## src/sv/mexp_pkg.sv

```systemverilog
// shared types and constants for the modular exponentiation block
// no dependencies; imported by mexp_ctrl, mexp_dp, modular_exponentiation and the testbench
package mexp_pkg;

    localparam int BASE_WIDTH        = 64;
    localparam int MOD_WIDTH_DEFAULT = 32;
    localparam int EXP_WIDTH_DEFAULT = 63;
    // wide enough to count the base bits and any allowed modulus width
    localparam int CNT_W             = $clog2(BASE_WIDTH);
    localparam logic [63:0] MODULUS_RESET = 64'd1000000007;

    // commands from the controller to the datapath
    typedef struct packed {
        logic load;       // capture base and exponent, init accumulator
        logic red_step;   // one bit of the base reduction
        logic red_fix;    // sign fixup, seed square and multiplier lanes
        logic mul_step;   // one bit of both interleaved modular multiplies
        logic mul_done;   // commit products, shift exponent, reseed lanes
        logic out_load;   // move accumulator into the output register
    } dp_cmd_t;

    // status from the datapath to the controller
    typedef struct packed {
        logic mod_le1;        // modulus is zero or one
        logic exp_zero;       // exponent register is zero
        logic exp_rest_zero;  // exponent is zero once the low bit is shifted out
        logic out_free;       // output register can take a word this cycle
    } dp_status_t;

endpackage

```

## src/sv/modular_exponentiation.sv

```systemverilog
// top level: base ** exponent mod modulus by right-to-left square-and-multiply
// depends on mexp_pkg, mexp_ctrl and mexp_dp
//
//  channel   ports                                        dir  role
//  cfg       cfg_valid cfg_ready cfg_data[MOD_WIDTH]      in   modulus register write
//  s         s_valid s_ready s_base[64] s_exponent        in   one word per exponentiation
//  m         m_valid m_ready m_power_result[MOD_WIDTH]    out  one result word per input word
//
// per word: accept, then the bit-serial remainder loop over all base bits (one base bit
// a cycle) and a sign fixup; then, for each exponent bit up to the highest set one, the
// two interleaved multiply lanes (one modulus bit a cycle, square and product in parallel)
// and a commit step; last the output load. a modulus of zero or one goes straight to the
// output load, and a zero exponent skips the multiply lanes.
// reset is synchronous, active low; the modulus returns to 1000000007.
// a finished word sits in the output register, so a new input word is taken
// while m stalls; the block only waits in its last state if the old word is still held.
module modular_exponentiation #(
    parameter int MOD_WIDTH = mexp_pkg::MOD_WIDTH_DEFAULT,
    parameter int EXP_WIDTH = mexp_pkg::EXP_WIDTH_DEFAULT
) (
    input  logic                                   aclk,
    input  logic                                   aresetn,
    // modulus configuration
    input  logic                                   cfg_valid,
    output logic                                   cfg_ready,
    input  logic [MOD_WIDTH-1:0]                   cfg_data,
    // input words
    input  logic                                   s_valid,
    output logic                                   s_ready,
    input  logic signed [mexp_pkg::BASE_WIDTH-1:0] s_base,
    input  logic [EXP_WIDTH-1:0]                   s_exponent,
    // result words
    output logic                                   m_valid,
    input  logic                                   m_ready,
    output logic [MOD_WIDTH-1:0]                   m_power_result
);
    import mexp_pkg::*;

    dp_cmd_t              cmd;
    dp_status_t           status;
    logic [MOD_WIDTH-1:0] modulus_reg, modulus_next;

    // modulus register, always writable
    assign cfg_ready = 1'b1;

    always_comb begin
        modulus_next = modulus_reg;
        if (cfg_valid) begin
            modulus_next = cfg_data;
        end
    end

    always_ff @(posedge aclk) begin
        if (!aresetn) begin
            modulus_reg <= MODULUS_RESET[MOD_WIDTH-1:0];
        end else begin
            modulus_reg <= modulus_next;
        end
    end

    // sequencer
    mexp_ctrl #(
        .MOD_WIDTH (MOD_WIDTH)
    ) u_ctrl (
        .aclk    (aclk),
        .aresetn (aresetn),
        .s_valid (s_valid),
        .s_ready (s_ready),
        .status  (status),
        .cmd     (cmd)
    );

    // reduction, multiply lanes and output register
    mexp_dp #(
        .MOD_WIDTH (MOD_WIDTH),
        .EXP_WIDTH (EXP_WIDTH)
    ) u_dp (
        .aclk           (aclk),
        .aresetn        (aresetn),
        .modulus        (modulus_reg),
        .s_base         (s_base),
        .s_exponent     (s_exponent),
        .m_ready        (m_ready),
        .m_valid        (m_valid),
        .m_power_result (m_power_result),
        .cmd            (cmd),
        .status         (status)
    );

    // the controller issues at most one command a cycle
    a_cmd_onehot: assert property (@(posedge aclk) disable iff (!aresetn)
        $onehot0({cmd.load, cmd.red_step, cmd.red_fix, cmd.mul_step,
                  cmd.mul_done, cmd.out_load}))
        else $error("more than one datapath command at once");

    // an accepted word moves the controller out of idle
    a_busy_after_accept: assert property (@(posedge aclk) disable iff (!aresetn)
        (s_valid && s_ready) |=> !s_ready)
        else $error("input still ready right after an accept");

    // a held result is fully reduced when the modulus is above one
    a_result_reduced: assert property (@(posedge aclk) disable iff (!aresetn)
        (m_valid && (modulus_reg > MOD_WIDTH'(1))) |-> (m_power_result < modulus_reg))
        else $error("result not below the modulus");

    // modulus zero or one gives zero
    a_small_mod_zero: assert property (@(posedge aclk) disable iff (!aresetn)
        (m_valid && (modulus_reg <= MOD_WIDTH'(1))) |-> (m_power_result == '0))
        else $error("nonzero result for a modulus of zero or one");

endmodule

```

## src/sv/mexp_ctrl.sv

```systemverilog
// sequencing state machine for the modular exponentiation block
// depends on mexp_pkg; drives mexp_dp through dp_cmd_t
module mexp_ctrl #(
    parameter int MOD_WIDTH = 32
) (
    input  logic                 aclk,
    input  logic                 aresetn,
    input  logic                 s_valid,
    output logic                 s_ready,
    input  mexp_pkg::dp_status_t status,
    output mexp_pkg::dp_cmd_t    cmd
);
    import mexp_pkg::*;

    typedef enum logic [5:0] {
        ST_IDLE   = 6'b000001,
        ST_REDUCE = 6'b000010,
        ST_FIX    = 6'b000100,
        ST_MUL    = 6'b001000,
        ST_STEP   = 6'b010000,
        ST_DONE   = 6'b100000
    } state_t;

    localparam logic [CNT_W-1:0] RED_LAST = CNT_W'(BASE_WIDTH - 1);
    localparam logic [CNT_W-1:0] MUL_LAST = CNT_W'(MOD_WIDTH - 1);

    state_t           state_reg, state_next;
    logic [CNT_W-1:0] cnt_reg, cnt_next;

    always_ff @(posedge aclk) begin
        if (!aresetn) begin
            state_reg <= ST_IDLE;
            cnt_reg   <= '0;
        end else begin
            state_reg <= state_next;
            cnt_reg   <= cnt_next;
        end
    end

    assign s_ready = (state_reg == ST_IDLE);

    always_comb begin
        state_next = state_reg;
        cnt_next   = cnt_reg;
        cmd        = '0;
        case (state_reg)
            ST_IDLE: begin
                if (s_valid) begin
                    cmd.load = 1'b1;
                    cnt_next = RED_LAST;
                    state_next = status.mod_le1 ? ST_DONE : ST_REDUCE;
                end
            end
            ST_REDUCE: begin
                cmd.red_step = 1'b1;
                cnt_next     = cnt_reg - 1'b1;
                if (cnt_reg == '0) begin
                    state_next = ST_FIX;
                end
            end
            ST_FIX: begin
                cmd.red_fix = 1'b1;
                cnt_next    = MUL_LAST;
                state_next  = status.exp_zero ? ST_DONE : ST_MUL;
            end
            ST_MUL: begin
                cmd.mul_step = 1'b1;
                cnt_next     = cnt_reg - 1'b1;
                if (cnt_reg == '0) begin
                    state_next = ST_STEP;
                end
            end
            ST_STEP: begin
                cmd.mul_done = 1'b1;
                cnt_next     = MUL_LAST;
                state_next   = status.exp_rest_zero ? ST_DONE : ST_MUL;
            end
            ST_DONE: begin
                if (status.out_free) begin
                    cmd.out_load = 1'b1;
                    state_next   = ST_IDLE;
                end
            end
            default: begin
                state_next = ST_IDLE;
            end
        endcase
    end

endmodule

```

## src/sv/mexp_dp.sv

```systemverilog
// datapath: bit-serial base reduction, two interleaved modular multiply lanes,
// exponent shifter and output register; depends on mexp_pkg
module mexp_dp #(
    parameter int MOD_WIDTH = 32,
    parameter int EXP_WIDTH = 63
) (
    input  logic                              aclk,
    input  logic                              aresetn,
    input  logic [MOD_WIDTH-1:0]              modulus,
    input  logic signed [mexp_pkg::BASE_WIDTH-1:0] s_base,
    input  logic [EXP_WIDTH-1:0]              s_exponent,
    input  logic                              m_ready,
    output logic                              m_valid,
    output logic [MOD_WIDTH-1:0]              m_power_result,
    input  mexp_pkg::dp_cmd_t                 cmd,
    output mexp_pkg::dp_status_t              status
);
    import mexp_pkg::*;

    // p = (2*p + (bit ? x : 0)) mod m, with p, x < m
    function automatic logic [MOD_WIDTH-1:0] dbl_add_mod(
        input logic [MOD_WIDTH-1:0] p,
        input logic [MOD_WIDTH-1:0] x,
        input logic                 b,
        input logic [MOD_WIDTH-1:0] m
    );
        logic [MOD_WIDTH:0] t;
        logic [MOD_WIDTH:0] u;
        t = {p, 1'b0};
        if (t >= {1'b0, m}) begin
            t = t - {1'b0, m};
        end
        u = {1'b0, t[MOD_WIDTH-1:0]} + (b ? {1'b0, x} : '0);
        if (u >= {1'b0, m}) begin
            u = u - {1'b0, m};
        end
        return u[MOD_WIDTH-1:0];
    endfunction

    logic [BASE_WIDTH-1:0] mag_reg, mag_next;
    logic                  neg_reg, neg_next;
    logic [MOD_WIDTH-1:0]  rem_reg, rem_next;
    logic [EXP_WIDTH-1:0]  exp_reg, exp_next;
    logic [MOD_WIDTH-1:0]  acc_reg, acc_next;
    logic [MOD_WIDTH-1:0]  sq_reg, sq_next;
    logic [MOD_WIDTH-1:0]  shf_reg, shf_next;
    logic [MOD_WIDTH-1:0]  pa_reg, pa_next;
    logic [MOD_WIDTH-1:0]  ps_reg, ps_next;
    logic [MOD_WIDTH-1:0]  out_reg, out_next;
    logic                  out_valid_reg, out_valid_next;

    logic [MOD_WIDTH:0]    red_t;
    logic [MOD_WIDTH-1:0]  red_fixed;

    always_ff @(posedge aclk) begin
        if (!aresetn) begin
            out_valid_reg <= 1'b0;
        end else begin
            out_valid_reg <= out_valid_next;
        end
        mag_reg <= mag_next;
        neg_reg <= neg_next;
        rem_reg <= rem_next;
        exp_reg <= exp_next;
        acc_reg <= acc_next;
        sq_reg  <= sq_next;
        shf_reg <= shf_next;
        pa_reg  <= pa_next;
        ps_reg  <= ps_next;
        out_reg <= out_next;
    end

    // restoring remainder step: shift in one magnitude bit, subtract once
    always_comb begin
        red_t = {rem_reg, mag_reg[BASE_WIDTH-1]};
        if (red_t >= {1'b0, modulus}) begin
            red_t = red_t - {1'b0, modulus};
        end
    end

    assign red_fixed = (neg_reg && (rem_reg != '0)) ? (modulus - rem_reg) : rem_reg;

    always_comb begin
        mag_next       = mag_reg;
        neg_next       = neg_reg;
        rem_next       = rem_reg;
        exp_next       = exp_reg;
        acc_next       = acc_reg;
        sq_next        = sq_reg;
        shf_next       = shf_reg;
        pa_next        = pa_reg;
        ps_next        = ps_reg;
        out_next       = out_reg;
        out_valid_next = out_valid_reg;

        if (out_valid_reg && m_ready) begin
            out_valid_next = 1'b0;
        end

        if (cmd.load) begin
            neg_next = s_base[BASE_WIDTH-1];
            mag_next = s_base[BASE_WIDTH-1] ? (~s_base + 1'b1) : s_base;
            rem_next = '0;
            exp_next = s_exponent;
            acc_next = (modulus <= MOD_WIDTH'(1)) ? '0 : MOD_WIDTH'(1);
        end
        if (cmd.red_step) begin
            rem_next = red_t[MOD_WIDTH-1:0];
            mag_next = {mag_reg[BASE_WIDTH-2:0], 1'b0};
        end
        if (cmd.red_fix) begin
            sq_next  = red_fixed;
            shf_next = red_fixed;
            pa_next  = '0;
            ps_next  = '0;
        end
        if (cmd.mul_step) begin
            pa_next  = dbl_add_mod(pa_reg, acc_reg, shf_reg[MOD_WIDTH-1], modulus);
            ps_next  = dbl_add_mod(ps_reg, sq_reg, shf_reg[MOD_WIDTH-1], modulus);
            shf_next = {shf_reg[MOD_WIDTH-2:0], 1'b0};
        end
        if (cmd.mul_done) begin
            if (exp_reg[0]) begin
                acc_next = pa_reg;
            end
            sq_next  = ps_reg;
            shf_next = ps_reg;
            pa_next  = '0;
            ps_next  = '0;
            exp_next = exp_reg >> 1;
        end
        if (cmd.out_load) begin
            out_next       = acc_reg;
            out_valid_next = 1'b1;
        end
    end

    assign status.mod_le1       = (modulus <= MOD_WIDTH'(1));
    assign status.exp_zero      = (exp_reg == '0);
    assign status.exp_rest_zero = ((exp_reg >> 1) == '0);
    assign status.out_free      = !out_valid_reg || m_ready;

    assign m_valid        = out_valid_reg;
    assign m_power_result = out_reg;

endmodule

```

## config.mk

```make
export PLATFORM = sky130hd
export DESIGN_NAME = modular_exponentiation
export DESIGN_NICKNAME = d
export VERILOG_FILES = /design/src/sv/mexp_pkg.sv /design/src/sv/modular_exponentiation.sv /design/src/sv/mexp_ctrl.sv /design/src/sv/mexp_dp.sv
export SDC_FILE = /design/constraint.sdc
export NUM_CORES = 1
export LEC_CHECK = 0
export BUFFER_PORTS_ARGS = -buffer_cell sky130_fd_sc_hd__buf_2
export CELL_PAD_IN_SITES_DETAIL_PLACEMENT = 0
export CELL_PAD_IN_SITES_GLOBAL_PLACEMENT = 1
export CORE_MARGIN = 4
export CORE_UTILIZATION = 52
export CTS_CLUSTER_DIAMETER = 100
export DETAILED_ROUTE_END_ITERATION = 16
export PLACE_DENSITY_LB_ADDON = 0.1
export SETUP_SLACK_MARGIN = 0.4
export SLEW_MARGIN = 20
export SYNTH_ARGS = -nofsm -noshare
export SYNTH_HDL_FRONTEND = slang
export SYNTH_HIERARCHICAL = 1
export SYNTH_SLANG_ARGS = --single-unit
```

## constraint.sdc

```tcl
create_clock -name aclk -period 18.8 [get_ports aclk]
set_clock_uncertainty 0.05 [all_clocks]
set_input_delay 1.88 -clock aclk [delete_from_list [all_inputs] [get_ports aclk]]
set_output_delay 1.88 -clock aclk [all_outputs]
set_load 0.05 [all_outputs]
```

== Word level (Yosys, flattened, before mapping) ==
Index checks and enable logic that the tools add are counted.
W data, S select, Z words.

* Register bits: 397
* Output and inout port bits: 35
* Logic and storage cells: 110

* Add/subtract/negate cells: 10
* Order comparisons: 6
* Equality and inequality tests: 10
* Mux-type cells: 48
* Bitwise logic cells: 1
* Reduce and logical (&&, ||, !) cells: 19

{| class="wikitable"
|+ Operators by type and width
! kind !! count
|-
| $mux W32 || 22
|-
| $mux W64 || 3
|-
| $sub A32 B32 Y32 || 6
|-
| $ge A33 B32 Y1 || 5
|-
| $logic_not A63 Y1 || 2
|-
| $mux W62 || 2
|-
| $add A32 B32 Y33 || 2
|-
| $add A64 B1 Y64 const B || 1
|-
| $not A64 Y64 || 1
|-
| $mux W6 || 8
|-
| $pmux W6 S6 || 1
|-
| $le A32 B1 Y1 const B || 1
|-
| $reduce_bool A32 Y1 || 1
|-
| $pmux W6 S3 || 1
|-
| $mux W1 || 11
|-
| $reduce_bool A2 Y1 || 5
|-
| $eq A6 B1 Y1 const B || 1
|-
| $eq A6 B2 Y1 const B || 1
|-
| $eq A6 B3 Y1 const B || 1
|-
| $eq A6 B4 Y1 const B || 1
|-
| $eq A6 B5 Y1 const B || 1
|-
| $eq A6 B6 Y1 const B || 1
|-
| $logic_not A6 Y1 || 1
|-
| $reduce_bool A3 Y1 || 2
|-
| other kinds (9) || 13
|}

== Longest topological paths before layout ==
Gate-level depths: netlist of run 1.

* Word-level depth: 7
* Depth in mapped cells: 37

== Cells and area by module ==
The synthesis of run 1 kept the hierarchy.

{| class="wikitable"
|+ By module, submodules not included
! module !! times used !! cells each !! area each (µm²)
|-
| mexp_dp || 1 || 3581 || 30770.8
|-
| modular_exponentiation || 1 || 105 || 1206.2
|-
| mexp_ctrl || 1 || 82 || 701.9
|}

== Worst setup path after synthesis of run 1 ==
Ideal clock, no wire load.

* Path kind: flip-flop to flip-flop
* From: register modulus_reg[1]
* To: register u_dp.pa_reg[24]
* Arrival: 7566 ps
* Data required time: 18628 ps
* Path slack: 11063 ps
* Cell stages (with the launch flop): 33
* Period minus slack after synthesis: 7737 ps
* Cells stage by stage: dfxtp_1 inv_1 ha_1 nor2b_1 o211ai_1 a21bo_2 o21ai_1 a221oi_1 o21a_1 a31oi_1 clkbuf_1 mux2_2 ha_1 clkbuf_1 a21o_1 a221oi_1 or2_1 o211ai_1 a211oi_1 o21ai_0 a21oi_1 xnor2_1 ha_1 nand3_1 or4b_1 nor4_1 o211ai_1 a41oi_1 a311o_1 a41oi_1 and2_1 clkbuf_1 a221o_1

* Cells in the longest elaborated chain, start to end: 7

{| class="wikitable"
|+ RTL lines
! element !! RTL line !! text
|-
| from (decl) || modular_exponentiation.sv:41 || <nowiki>logic [MOD_WIDTH-1:0] modulus_reg, modulus_next;</nowiki>
|-
| from (signal assigned) || modular_exponentiation.sv:55 || <nowiki>modulus_reg <= MODULUS_RESET[MOD_WIDTH-1:0];</nowiki>
|-
| from (signal assigned) || modular_exponentiation.sv:57 || <nowiki>modulus_reg <= modulus_next;</nowiki>
|-
| $sub A32 B32 Y32 or $ge A33 B32 Y1 (tied branches) || mexp_dp.sv:31, mexp_dp.sv:30 ||
|-
| $mux W32 || mexp_dp.sv:30 || <nowiki>if (t >= {1'b0, m}) begin</nowiki>
|-
| $mux W32 || mexp_dp.sv:117 || <nowiki>if (cmd.mul_step) begin</nowiki>
|-
| $add A32 B32 Y33 || mexp_dp.sv:33 || <nowiki>u = {1'b0, t[MOD_WIDTH-1:0]} + (b ? {1'b0, x} : '0);</nowiki>
|-
| $sub A32 B32 Y32 or $ge A33 B32 Y1 (tied branches) || mexp_dp.sv:35, mexp_dp.sv:34 ||
|-
| $mux W32 (*) || mexp_dp.sv:34 || <nowiki>if (u >= {1'b0, m}) begin</nowiki>
|-
| $mux W32 (*) || mexp_dp.sv:117 ||
|-
| to (signal assigned) || mexp_dp.sv:68 || <nowiki>pa_reg <= pa_next;</nowiki>
|-
| to (decl) || mexp_dp.sv:47 || <nowiki>logic [MOD_WIDTH-1:0] pa_reg, pa_next;</nowiki>
|}

Mark *: on every way between the ends. The rest lies on a longest branch, timed or not. The select of a mux whose other input is x is not followed.
A chain may end at the register's enable or synchronous reset.

== Worst setup path after layout of run 1 ==
* From: register modulus_reg[1]
* To: register u_dp.pa_reg[30]

The elaborated chain is that of the path after synthesis.

==> results of run 1 <==
==> power groups by stage <==
stage | registers (mW) | logic [mW] | clock network [mW]
2_1_floorplan | 1.28 | 1.88 | 0
3_3_place_gp | 1.33 | 2.46 | 0
3_5_place_dp | 1.34 | 2.48 | 0
4_1_cts | 1.32 | 2.51 | 0.937
5_1_grt | 1.34 | 2.80 | 0.975
6_report | 1.33 | 2.57 | 0.919
==> worst paths after layout <==
kind,startpoint,endpoint,slack [ns],depth (start not counted)
min reg2reg,u_dp/acc_reg[25],u_dp/m_power_result[25],0.40,0
max,modulus_reg[1],u_dp/pa_reg[30],9.06,31
max reg2reg,modulus_reg[1],u_dp/pa_reg[30],9.06,31
min,u_dp/acc_reg[25],u_dp/m_power_result[25],0.40,0
==> routing by layer <==
| layer | GRT usage | part of all wire | routed length [µm] |
|---|---|---|---|
| met1 | 0.442 | 0.44 | 48500 |
| met2 | 0.488 | 0.44 | 48500 |
| met3 | 0.0526 | 0.079 | 8810 |
| met4 | 0.132 | 0.047 | 5240 |
| met5 | 0 | 0 | 0 |
==> through the flow <==
| step | util | area, µm² | setup slack [ns] | hold WS (ns) |
|---|---|---|---|---|
| after global placement | 0.557 | 34500 | 9.45 | 0.384 |
| after floorplan | - | 32700 | 11.06 | 0.367 |
| after CTS | 0.582 | 36000 | 9.14 | 0.403 |
| after global routing | 0.582 | 36000 | 8.39 | 0.410 |
| final | 0.582 | 36000 | 9.06 | 0.404 |
| after detailed placement | 0.557 | 34500 | 9.15 | 0.387 |
==> layout by cell type, fill, tap and decap left out, types with 44 or more instances in the layout <==
cell         n
a21oi_1    271
xor2_1     128
xnor2_1    125
clkbuf_16   50
nor2_1     216
o21ai_1     44
dfxtp_1    143
o21a_1      49
nor4_1      54
and2_1      82
o21ai_0    274
nor2b_1     46
nand3_1     73
buf_4       45
ha_1       257
nor3_1      62
buf_2      197
edfxtp_1   254
nand2_1    428
a21o_1      88
inv_1      164
nand4_1     46
mux2i_1    110
mux2_2     108
==> layout make-up <==
cell class / count / area [µm²] / share of cell area
well taps: 837 / 1050 / 0.0291
repair buffers: 242 / 1320 / 0.0367
clock inverters: 21 / 151 / 0.00420
flip-flops and latches: 397 / 10500 / 0.291
multi-input cells: 3046 / 21000 / 0.582
diodes: 9 / 22.5 / 0.000625
inverters: 168 / 633 / 0.0176
clock buffers: 66 / 1390 / 0.0386
==> cell families (layout without fill, tap and decap cells) <==
family / Yosys count / after routing / share of synthesized area
other cells: 1 / 10 / 0.000115
buf+inv: 325 / 497 / 0.0397
xor+xnor: 253 / 253 / 0.0678
simple gates: 1199 / 1199 / 0.180
mux: 226 / 226 / 0.0737
flops: 397 / 397 / 0.321
compound gates: 1102 / 1102 / 0.214
fa+ha+maj: 265 / 265 / 0.103
==> out/qor.txt, run 1 <==
Yosys cell types = 94
critical path launch point type = flip-flop
die width = 259 µm
post-DR wirelength/cell = 23.2 µm
post-synth top area cell = edfxtp_1
CTS buffer count = 48
delay-heaviest family, CP = compound AO/OA/AOI/OAI gates
DRC violations left = 0
ys async rst share = 0
slowest stage cell, crit path = a211oi_1
Int Pwr = 2.68 mW
I/O Buffers = 197
postcts setup bufs = 0
CTS resizes = 0
Gate Count Post-Synth = 3768
DRT Wirelength = 111 mm
most frequent cells after synthesis = 431 x nand2_1, 275 x o21ai_0, 271 x a21oi_1
Final setup viols = 0
Setup crit end kind = flip-flop
fin. max-slew vios = 0
Synth Cell Area = 0.0327 mm²
syn_area_per_cell = 8.67 µm²
DP HPWL = 84.6 mm
Worst Path Buf+Inv = 3
cts-stage hold buffer count = 0
grt total ovfl = 0
top-count cell post-synth = nand2_1
crit path kind = flip-flop to flip-flop
gpl congestion = 1.03
Yosys top cell area share = 0.233
Initial Util = 0.528
number of flops mapped to enable cells by yosys = 254
PwrDens = 134 mW/mm²
CTS tree = done
Routed Antenna Nets = 0
first-pass GRT wire length = 167 mm
register area share after synthesis = 0.321
# nets final = 4332
sequential fraction of design power = 0.276
number of synthesized register bits = 397
clock network fraction of total power = 0.191
CP max FO = 35
Net Sw Frac = 0.443
largest cells by area after synthesis = edfxtp_1 23%, ha_1 9.8%, dfxtp_1 8.8%, nand2_1 5.0%, o21ai_0 4.2%
Final Hold Fails = 0
Clk pin slew, worst setup/hold paths = 0.06 ns
Fin Setup TNS = 0 ns
Syn-to-layout area delta = 10.3%
TritonRoute pass-1 iters = 5
Slew @ Worst Pin = 1.08 ns
Warnings, synthesis = 6
number of flip-flops in the largest register = 64
clk sinks = 397
vias in the first global route = 28.4k
die height = 259 µm
antenna violations before repair = 10
H-Tree Depth = 2
largest net degree at the start of global routing = 82
initial DRC count = 3009
Gate power share = 0.533
worst path arrival time = 10.19 ns
leakage dissipation = 14.9 nW
Skew-Pair Late Insertion Delay = 0.61 ns
Hold Crit Class = flip-flop to flip-flop
Worst IR Drop VDD = 0.000111 V
RSZ-0062 raised after global routing = no
Max Fclk = 103 MHz
placed insts = 4690
status = finished, final reports clean
drt via density = 6.31
# rows = 91
Fillers = 5717
syn_nets = 4197
layout cell share with drive strength beyond 1 = 0.125
Post-Layout Cell Count = 4786
Ports = 199
Rel. slew slack = 0.278
die area = 0.0669 mm²
Pwr Total = 4.81 mW
Max-Cap Viols = 0
Longest Clk Path Bufs = 3
Post-synth top flop = edfxtp_1
Final period util = 0.518
Via Count = 30.2k
Required @ worst endpoint = 19.24 ns
Tot GR Track Use = 0.316
root buffer cell = clkbuf_16
post-route minimum period = 9.74 ns
CP peak stage delay = 0.58 ns
core area = 0.0619 mm²
sw power = 2.13 mW
(Power assumes the default switching activity.)
==> run 2: changes to the inputs <==
--- a/config.mk
+++ b/config.mk
@@ -9,7 +9,7 @@
 export CELL_PAD_IN_SITES_DETAIL_PLACEMENT = 0
 export CELL_PAD_IN_SITES_GLOBAL_PLACEMENT = 1
 export CORE_MARGIN = 4
-export CORE_UTILIZATION = 52
+export CORE_UTILIZATION = 48
 export CTS_CLUSTER_DIAMETER = 100
 export DETAILED_ROUTE_END_ITERATION = 16
 export PLACE_DENSITY_LB_ADDON = 0.1
==> constraint.sdc (replaced) <==
create_clock -name aclk -period 10.19 [get_ports aclk]
set_clock_uncertainty 0.05 [all_clocks]
set_input_delay 1.019 -clock aclk [delete_from_list [all_inputs] [get_ports aclk]]
set_output_delay 1.019 -clock aclk [all_outputs]
set_load 0.05 [all_outputs]
==> run 2 against run 1 <==
Net effect: routed wire length up 4.0%; register-to-register slack worse by 8.2 ns; count of clock-buffer cells in the layout down 8; sequential share of layout area down 0.26 points; maximum frequency up 4.9%; flip-flop and latch count unchanged; final cell count up 1.1%; setup slack worse by 8.2 ns; combinational power up 87%; non-clock buffer count up 10; cell area up 0.89%; total power up 89%; largest cell class unchanged.
==> out/qor.txt, run 2 (synthesis results as in run 1) <==
top routing layer in use = met5 (was met4)
Rel. slew slack = 0.315 (was 0.278)
critical path launch point type = flip-flop (unchanged)
Max-Cap Viols = 0 (unchanged)
met2 wire length = 51.7 mm (was 48.5 mm)
Fin Setup TNS = 0 ns (unchanged)
vias in the first global route = 28.5k (was 28.4k)
die area = 0.0723 mm² (was 0.0669 mm²)
Final setup viols = 0 (unchanged)
grt total ovfl = 0 (unchanged)
Placement Cell Area = 0.0346 mm² (was 0.0345 mm²)
DRC violations left = 0 (unchanged)
die width = 269 µm (was 259 µm)
drt via density = 6.24 (was 6.31)
DP HPWL = 89.6 mm (was 84.6 mm)
antenna violations before repair = 16 (was 10)
Worst IR Drop VDD = 0.000240 V (was 0.000111 V)
root buffer cell = clkbuf_16 (unchanged)
met3 wire length = 7.95 mm (was 8.81 mm)
Routed Antenna Nets = 0 (unchanged)
status = finished, final reports clean (unchanged)
Worst Path Buf+Inv = 4 (was 3)
PwrDens = 250 mW/mm² (was 134 mW/mm²)
PnR worst setup slack = 0.900 ns (was 9.06 ns)
# rows = 95 (was 91)
Skew-Pair Late Insertion Delay = 0.61 ns (about the same)
first-pass GRT wire length = 174 mm (was 167 mm)
CTS tree = done (unchanged)
Max Fclk = 108 MHz (was 103 MHz)
# nets final = 4342 (was 4332)
final core utilization = 0.541 (was 0.582)
Syn-to-layout area delta = 11.3% (was 10.3%)
I/O Buffers = 197 (unchanged)
core area = 0.0673 mm² (was 0.0619 mm²)
largest net degree at the start of global routing = 82 (unchanged)
Longest Clk Path Bufs = 3 (unchanged)
Initial Util = 0.486 (was 0.528)
Required @ worst endpoint = 10.64 ns (was 19.24 ns)
delay-heaviest family, CP = compound AO/OA/AOI/OAI gates (unchanged)
worst path arrival time = 9.74 ns (was 10.19 ns)
DRT Wirelength = 115 mm (was 111 mm)
CTS buffer count = 48 (unchanged)
Hold Crit Class = flip-flop to flip-flop (unchanged)
post-DR wirelength/cell = 23.9 µm (was 23.2 µm)
gpl congestion = 0.989 (was 1.03)
Via Count = 30.2k (about the same)
Seq. cell area = 0.0105 mm² (unchanged)
Clk pin slew, worst setup/hold paths = 0.06 ns (about the same)
Fillers = 6329 (was 5717)
CP max FO = 19 (was 35)
initial DRC count = 2966 (was 3009)
leakage dissipation = 15.0 nW (was 14.9 nW)
most common cell after layout, fill and taps aside = nand2_1 (unchanged)
post-route minimum period = 9.29 ns (was 9.74 ns)
dpl ws = 0.575 ns (was 9.15 ns)
slowest stage cell, crit path = dfxtp_1 (was a211oi_1)
Slew @ Worst Pin = 1.03 ns (was 1.08 ns)
most used cell, CP = ha_1
fin. max-slew vios = 0 (unchanged)
final instance area = 0.0364 mm² (was 0.0360 mm²)
layout cell share with drive strength beyond 1 = 0.129 (was 0.125)
Multi-input gate area = 0.0210 mm² (about the same)
most frequent cells in the layout = 428 x nand2_1, 273 x o21ai_0, 271 x a21oi_1 (was 428 x nand2_1, 274 x o21ai_0, 271 x a21oi_1)
clk sinks = 397 (unchanged)
M1 wire length = 51.1 mm (was 48.5 mm)
TritonRoute pass-1 iters = 5 (unchanged)
cts-stage hold buffer count = 0 (unchanged)
Ports = 199 (unchanged)
crit path kind = flip-flop to flip-flop (unchanged)
die height = 269 µm (was 259 µm)
Setup crit end kind = flip-flop (unchanged)
number of flip-flops in the largest register = 64 (unchanged)
CP peak stage delay = 0.63 ns (was 0.58 ns)
RSZ-0062 raised after global routing = no (unchanged)
Tot GR Track Use = 0.310 (was 0.316)
Final period util = 0.912 (was 0.518)
H-Tree Depth = 2 (unchanged)
Final Hold Fails = 0 (unchanged)
run 2: changes by cell type in the layout (fill, tap and decap cells not counted), moves of 2 or more:
| cell | change |
|---|---|
| buf_4 | +7 |
| bufinv_16 | +5 |
| clkbuf_8 | -5 |
| clkinv_4 | +4 |
| buf_12 | +3 |
| clkbuf_1 | -3 |
| diode_2 | +3 |
| nor4_1 | -2 |
| nor4_2 | +2 |
run 2: metrics by stage:
stage	hold WS [ns]	power [mW]	std cells
3_5_place_dp	0.387	7.16	4732
6_report	0.398	9.08	4838
3_3_place_gp	0.384	7.11	4732
4_1_cts	0.402	9.02	4822
2_1_floorplan	0.367	5.83	3768
5_1_grt	0.415	9.65	4832
run 2: final cells by class:
cell class / instances / area share
clock buffers: 58 / 0.0361
well taps: 873 / 0.0300
clock inverters: 32 / 0.00970
multi-input cells: 3046 / 0.578
repair buffers: 252 / 0.0397
diodes: 12 / 0.000826
flip-flops and latches: 397 / 0.288
inverters: 168 / 0.0174
run 2: timing repair:
item	in CTS	in global routing
buffers inserted	0	3
gates resized for setup	0	6
setup endpoints to repair	0	32
run 2: power breakdown:
part           internal, mW  leakage, nW  total [mW]  switching (mW)
combinational          1.86         10.6        4.81            2.96
clock                  1.06        0.812        1.82           0.761
sequential             2.18         3.57        2.45           0.275
run 2: path summary, 6_finish.rpt:
kind,from,end,slack (ns),cells past startpoint
worst max-delay path,modulus_reg[17],u_dp/pa_reg[17],0.90,30
worst min-delay path,u_dp/acc_reg[12],u_dp/m_power_result[12],0.40,0
worst max register to register,modulus_reg[17],u_dp/pa_reg[17],0.90,30
worst min register to register,u_dp/acc_reg[12],u_dp/m_power_result[12],0.40,0
run 2: layer usage:
layer,global-route usage,vias up
met5,0,-
met4,0.118,6
met3,0.0446,227
met2,0.489,1162
met1,0.433,14557
li1,-,14251
